<file path="src/design/bpc_pkg.sv">
// Shared types and constants for the barometric compensation pipeline.
package bpc_pkg;

    // Number of register stages from input beat to output register.
    localparam int unsigned STAGES = 9;

    // Width of the offset and sensitivity terms and their corrections.
    localparam int unsigned OFF_W = 40;

    // Calibration register indexes on the configuration port.
    typedef enum logic [2:0] {
        CFG_PSENS    = 3'd0,
        CFG_POFF     = 3'd1,
        CFG_TCS      = 3'd2,
        CFG_TCO      = 3'd3,
        CFG_TREF     = 3'd4,
        CFG_TEMPSENS = 3'd5
    } cfg_idx_t;

    // 20.00 C, the corner of the second-order correction.
    localparam logic signed [18:0] TEMP_REF = 19'sd2000;
    // Distance from 20.00 C down to -15.00 C.
    localparam logic signed [18:0] TEMP_LOW_SPAN = 19'sd3500;

    // Stage enables and occupancy, handed from the pipeline control to the datapath.
    typedef struct packed {
        logic [STAGES-1:0] en;
        logic [STAGES-1:0] vld;
    } pipe_ctl_t;

endpackage

</file>
<file path="src/design/bpc_pipe_ctrl.sv">
// Valid bits and per-stage load enables for the compensation pipeline.
module bpc_pipe_ctrl (
    input  logic                clk,
    input  logic                rst_n,
    input  logic                in_valid,
    input  logic                out_ready,
    output bpc_pkg::pipe_ctl_t  ctl
);

    localparam int unsigned S = bpc_pkg::STAGES;

    logic [S-1:0] vld_reg;
    logic [S-1:0] vld_next;
    logic [S-1:0] en;
    logic [S-1:0] vld_in;

    // A stage loads when it is empty or when the stage after it loads too,
    // so bubbles close up behind a stalled output.
    always_comb
    begin
        en[S-1] = !vld_reg[S-1] || out_ready;
        for (int k = S - 2; k >= 0; k--)
        begin
            en[k] = !vld_reg[k] || en[k+1];
        end
        vld_in   = {vld_reg[S-2:0], in_valid};
        vld_next = (en & vld_in) | (~en & vld_reg);
    end

    always_ff @(posedge clk or negedge rst_n)
    begin
        if (!rst_n)
        begin
            vld_reg <= '0;
        end
        else
        begin
            vld_reg <= vld_next;
        end
    end

    assign ctl.en  = en;
    assign ctl.vld = vld_reg;

`ifndef SYNTH
    // Input held off only when every stage holds a beat.
    a_full_when_blocked: assert property (@(posedge clk) disable iff (!rst_n)
        !en[0] |-> (&vld_reg))
        else $error("input blocked with an empty stage");

    // A beat leaving stage 0 into a loading stage 1 arrives there.
    a_moves_forward: assert property (@(posedge clk) disable iff (!rst_n)
        vld_reg[0] && en[1] |=> vld_reg[1])
        else $error("beat lost between stage 0 and stage 1");

    // An accepted input beat occupies stage 0 on the next cycle.
    a_accept_lands: assert property (@(posedge clk) disable iff (!rst_n)
        in_valid && en[0] |=> vld_reg[0])
        else $error("accepted beat missing from stage 0");
`endif

endmodule
</file>
<file path="config.mk">
export PLATFORM = sky130hd
export DESIGN_NAME = bpc_pipe_ctrl
export DESIGN_NICKNAME = d
export VERILOG_FILES = /design/src/design/bpc_pkg.sv /design/src/design/bpc_pipe_ctrl.sv
export SDC_FILE = /design/constraint.sdc
export NUM_CORES = 1
export LEC_CHECK = 0
export BUFFER_PORTS_ARGS = -buffer_cell sky130_fd_sc_hd__buf_2
export CORE_AREA = 2 2 39 41
export DETAILED_ROUTE_END_ITERATION = 8
export DIE_AREA = 0 0 41 43
export PLACE_DENSITY_LB_ADDON = 0.3
export SLEW_MARGIN = 30
export SYNTH_ARGS = -nofsm -noshare
export SYNTH_HDL_FRONTEND = slang
export SYNTH_SLANG_ARGS = --single-unit
</file>
<file path="constraint.sdc">
create_clock -name clk -period 1.18 [get_ports clk]
set_input_delay 0.295 -clock clk [delete_from_list [all_inputs] [get_ports clk]]
set_output_delay 0.295 -clock clk [all_outputs]
set_load 0.1 [all_outputs]
</file>
==> reports/results.ini <==
[timing]
finalMaxSlewViolations=0
rsz0062_at_grt=yes
hold_slack_ns=0.230
tightest_slew_ns=0.204
max_slew_margin_pct=86.4
fmax_mhz=595
period_needed_ns=1.68
finalHoldViolCount=0
finalCritPeriodShare_pct=142
fin_ws_ns=-0.501
skew_ns=0.00242
setup_viol=26

[clock_tree]
clock_path_buffers=2
cts_made_buffers=3
cts_sinks=9
clk_pin_slew_ns=0.06
cts_tree=yes
clkLatencyLatePin_ns=0.26
cts_max_level=1
clockRootBuffer=clkbuf_4

[die]
die_y_um=43
start_util_pct=29.0
coreArea_mm2=0.00138
pin_count=22
rows=14
die_w_um=41
dieArea_mm2=0.00176

[critical_path]
cpPeakStageDelay_ns=0.48
cp_max_fo=7
crit_required_ns=0.88
worstPathArrival_ns=1.39
worstPathCellList=and4b_2 -> nand3_1 -> buf_12
end_kind=primary output
critPathLaunchType=flip-flop
worst_path_max_delay_cell=dfrtp_4
setup.worst_path.class=flip-flop to primary output

[worst_hold_path]
min_path_type=input pin to flip-flop

[yosys]
ys_top_cells_by_area=dfrtp_1 (56%), buf_6 (5.6%), a41o_1 (5.0%)
ys_seq_area_share_pct=56.1
synth_ff_type=dfrtp_1
ys_async_sr_fraction_pct=100
synth_edf_count=0
synth_cell_types=16
synth_area_um2=402
ys_warn_count=0
syn_area_per_cell_um2=12.2
synth_fp_nets=37
synth_seq_cells=9
synth.top_cell.area_share_pct=56.1
synth_top_cells_by_count=dfrtp_1 (9), nand3_1 (3)
synth_top_area_cell=dfrtp_1
synth.most_common_cell=dfrtp_1
netlist_instances=33

[placed_design]
gp_congestion=0.722
dpl-instance-area_um2=870
dp_hpwl_um=820
io_buffers=21

[detailed_routing]
drt_iter0_drc=4
via_per_inst=4.53
postRouteWirelength_mm=1.34
wire_per_inst_um=13.9
drc=0
ant_nets=0
vias=435
dr.pass1.iters=3

[power]
combPwrFrac_pct=72.8
p_clk_share_pct=9.2
switchingPower_uw=1230
p_int_uw=1280
leakagePower_uw=0.000503
seqPwrFrac_pct=17.9
ir_drop_v=0.00181
p_sw_share_pct=49.0
power.density_mw_per_mm2=2280

[cells_and_area]
fin_nets=85
multi_input_area_um2=174
area_delta_synth_final_pct=174
register_area_um2=254
fill_cells=75
fin_area_mm2=0.00110
n_antenna_cell=0
drive_above_1_share_pct=83.8

[outcome]
violations=negative setup slack
status=finished with violations

[global_route]
grt-ovfl-total=0
grt_pass1_wl_mm=2.04
grt_util_all_layers_pct=17.9
antenna_found_initial=0
grt_start_max_net_pins=10
grt_pass1_vias=451

[run]
maxCapViolations=0

-- through the flow --
| stage | std cells | worst slack [ns] | power, µW | TNS [ns] | utilization (%) |
|---|---|---|---|---|---|
| 3_5_place_dp | 76 | -0.366 | 2000 | -2.50 | 62.8 |
| 5_1_grt | 96 | -0.560 | 2600 | -7.32 | 79.5 |
| 3_3_place_gp | 76 | -0.332 | 1980 | -2.30 | 62.8 |
| 2_1_floorplan | 33 | -1.02 | 1410 | -8.50 | - |
| 4_1_cts | 89 | -0.503 | 2380 | -5.57 | 73.5 |
| 6_report | 96 | -0.501 | 2500 | -6.29 | 79.5 |
-- placed cells by master (no fill, tap or decap) --
cell type | synthesis | layout
a21o_2 | 2 | 2
a31o_1 | 2 | 2
a31o_4 | 0 | 1
a41o_1 | 2 | 2
and3b_2 | 0 | 1
and4_4 | 0 | 1
and4b_2 | 0 | 1
buf_12 | 0 | 18
buf_2 | 1 | 3
buf_4 | 0 | 10
buf_6 | 2 | 14
clkbuf_1 | 0 | 1
clkbuf_4 | 0 | 3
clkinvlp_4 | 0 | 1
dfrtp_2 | 0 | 2
dfrtp_4 | 0 | 7
dlygate4sd3_1 | 0 | 1
nand2_1 | 2 | 1
nand2_2 | 0 | 1
nand2b_1 | 2 | 1
nand2b_4 | 0 | 1
nand3_1 | 3 | 2
nand3_2 | 0 | 1
nand4_1 | 2 | 2
or2_1 | 1 | 1
-- final cells by class --
type / count / share of cell area, %
Multi-Input combinational cell: 20 / 15.8
Clock buffer: 4 / 2.39
Timing Repair Buffer: 46 / 56.2
Tap cell: 16 / 1.82
Sequential cell: 9 / 23.1
Inverter: 1 / 0.683
-- worst max-delay path, delay by kind of cell, from the launching register on --
kind,cells,cell delay (ns)
buf+inv,1,0.19
simple gates,2,0.46
flops,1,0.48
-- power groups by stage --
| stage | registers (µW) | logic [µW] | clock network, µW |
|---|---|---|---|
| after detailed placement | 443 | 1550 | 0 |
| after global placement | 440 | 1540 | 0 |
| final | 449 | 1820 | 231 |
| after CTS | 442 | 1690 | 243 |
| after floorplan | 872 | 538 | 0 |
| after global routing | 459 | 1880 | 263 |
-- layer usage --
layer  wire (µm)  global-route usage, %  vias up
met1         545                   24.1      203
met5           0                      0        -
met3          64                   4.19        0
met2         728                   25.3       16
li1            -                      -      216
met4           0                   10.0        0
-- logic make-up (layout without fill, tap and decap cells) --
family	after synthesis	in the layout	synth area share [%]
compound gates	7	7	15.9
buf+inv	4	51	7.79
simple gates	13	13	20.2
flops	9	9	56.1
-- worst paths after layout --
path / from / cells past startpoint / endpoint / slack (ns)
worst max-delay path: flip-flop / 3 / ctl[10] / -0.50
worst min-delay path: in_valid / 2 / flip-flop / 0.23
worst max register to register: flip-flop / 4 / flip-flop / -0.18
worst min register to register: flip-flop / 1 / flip-flop / 0.55
max in group asynchronous: rst_n / 2 / asynchronous set/reset pin / 0.56
min in group asynchronous: rst_n / 2 / asynchronous set/reset pin / 0.42
-- what timing repair did --
action | in CTS | in global routing
pin swaps | 4 | 6
resized for setup | 14 | 10
endpoints found under the setup margin | 19 | 26
setup buffers | 9 | 9
hold buffers | 1 | 0
endpoints found under the hold margin | 9 | 0
cloned | 0 | 0
(Power assumes the default switching activity.)
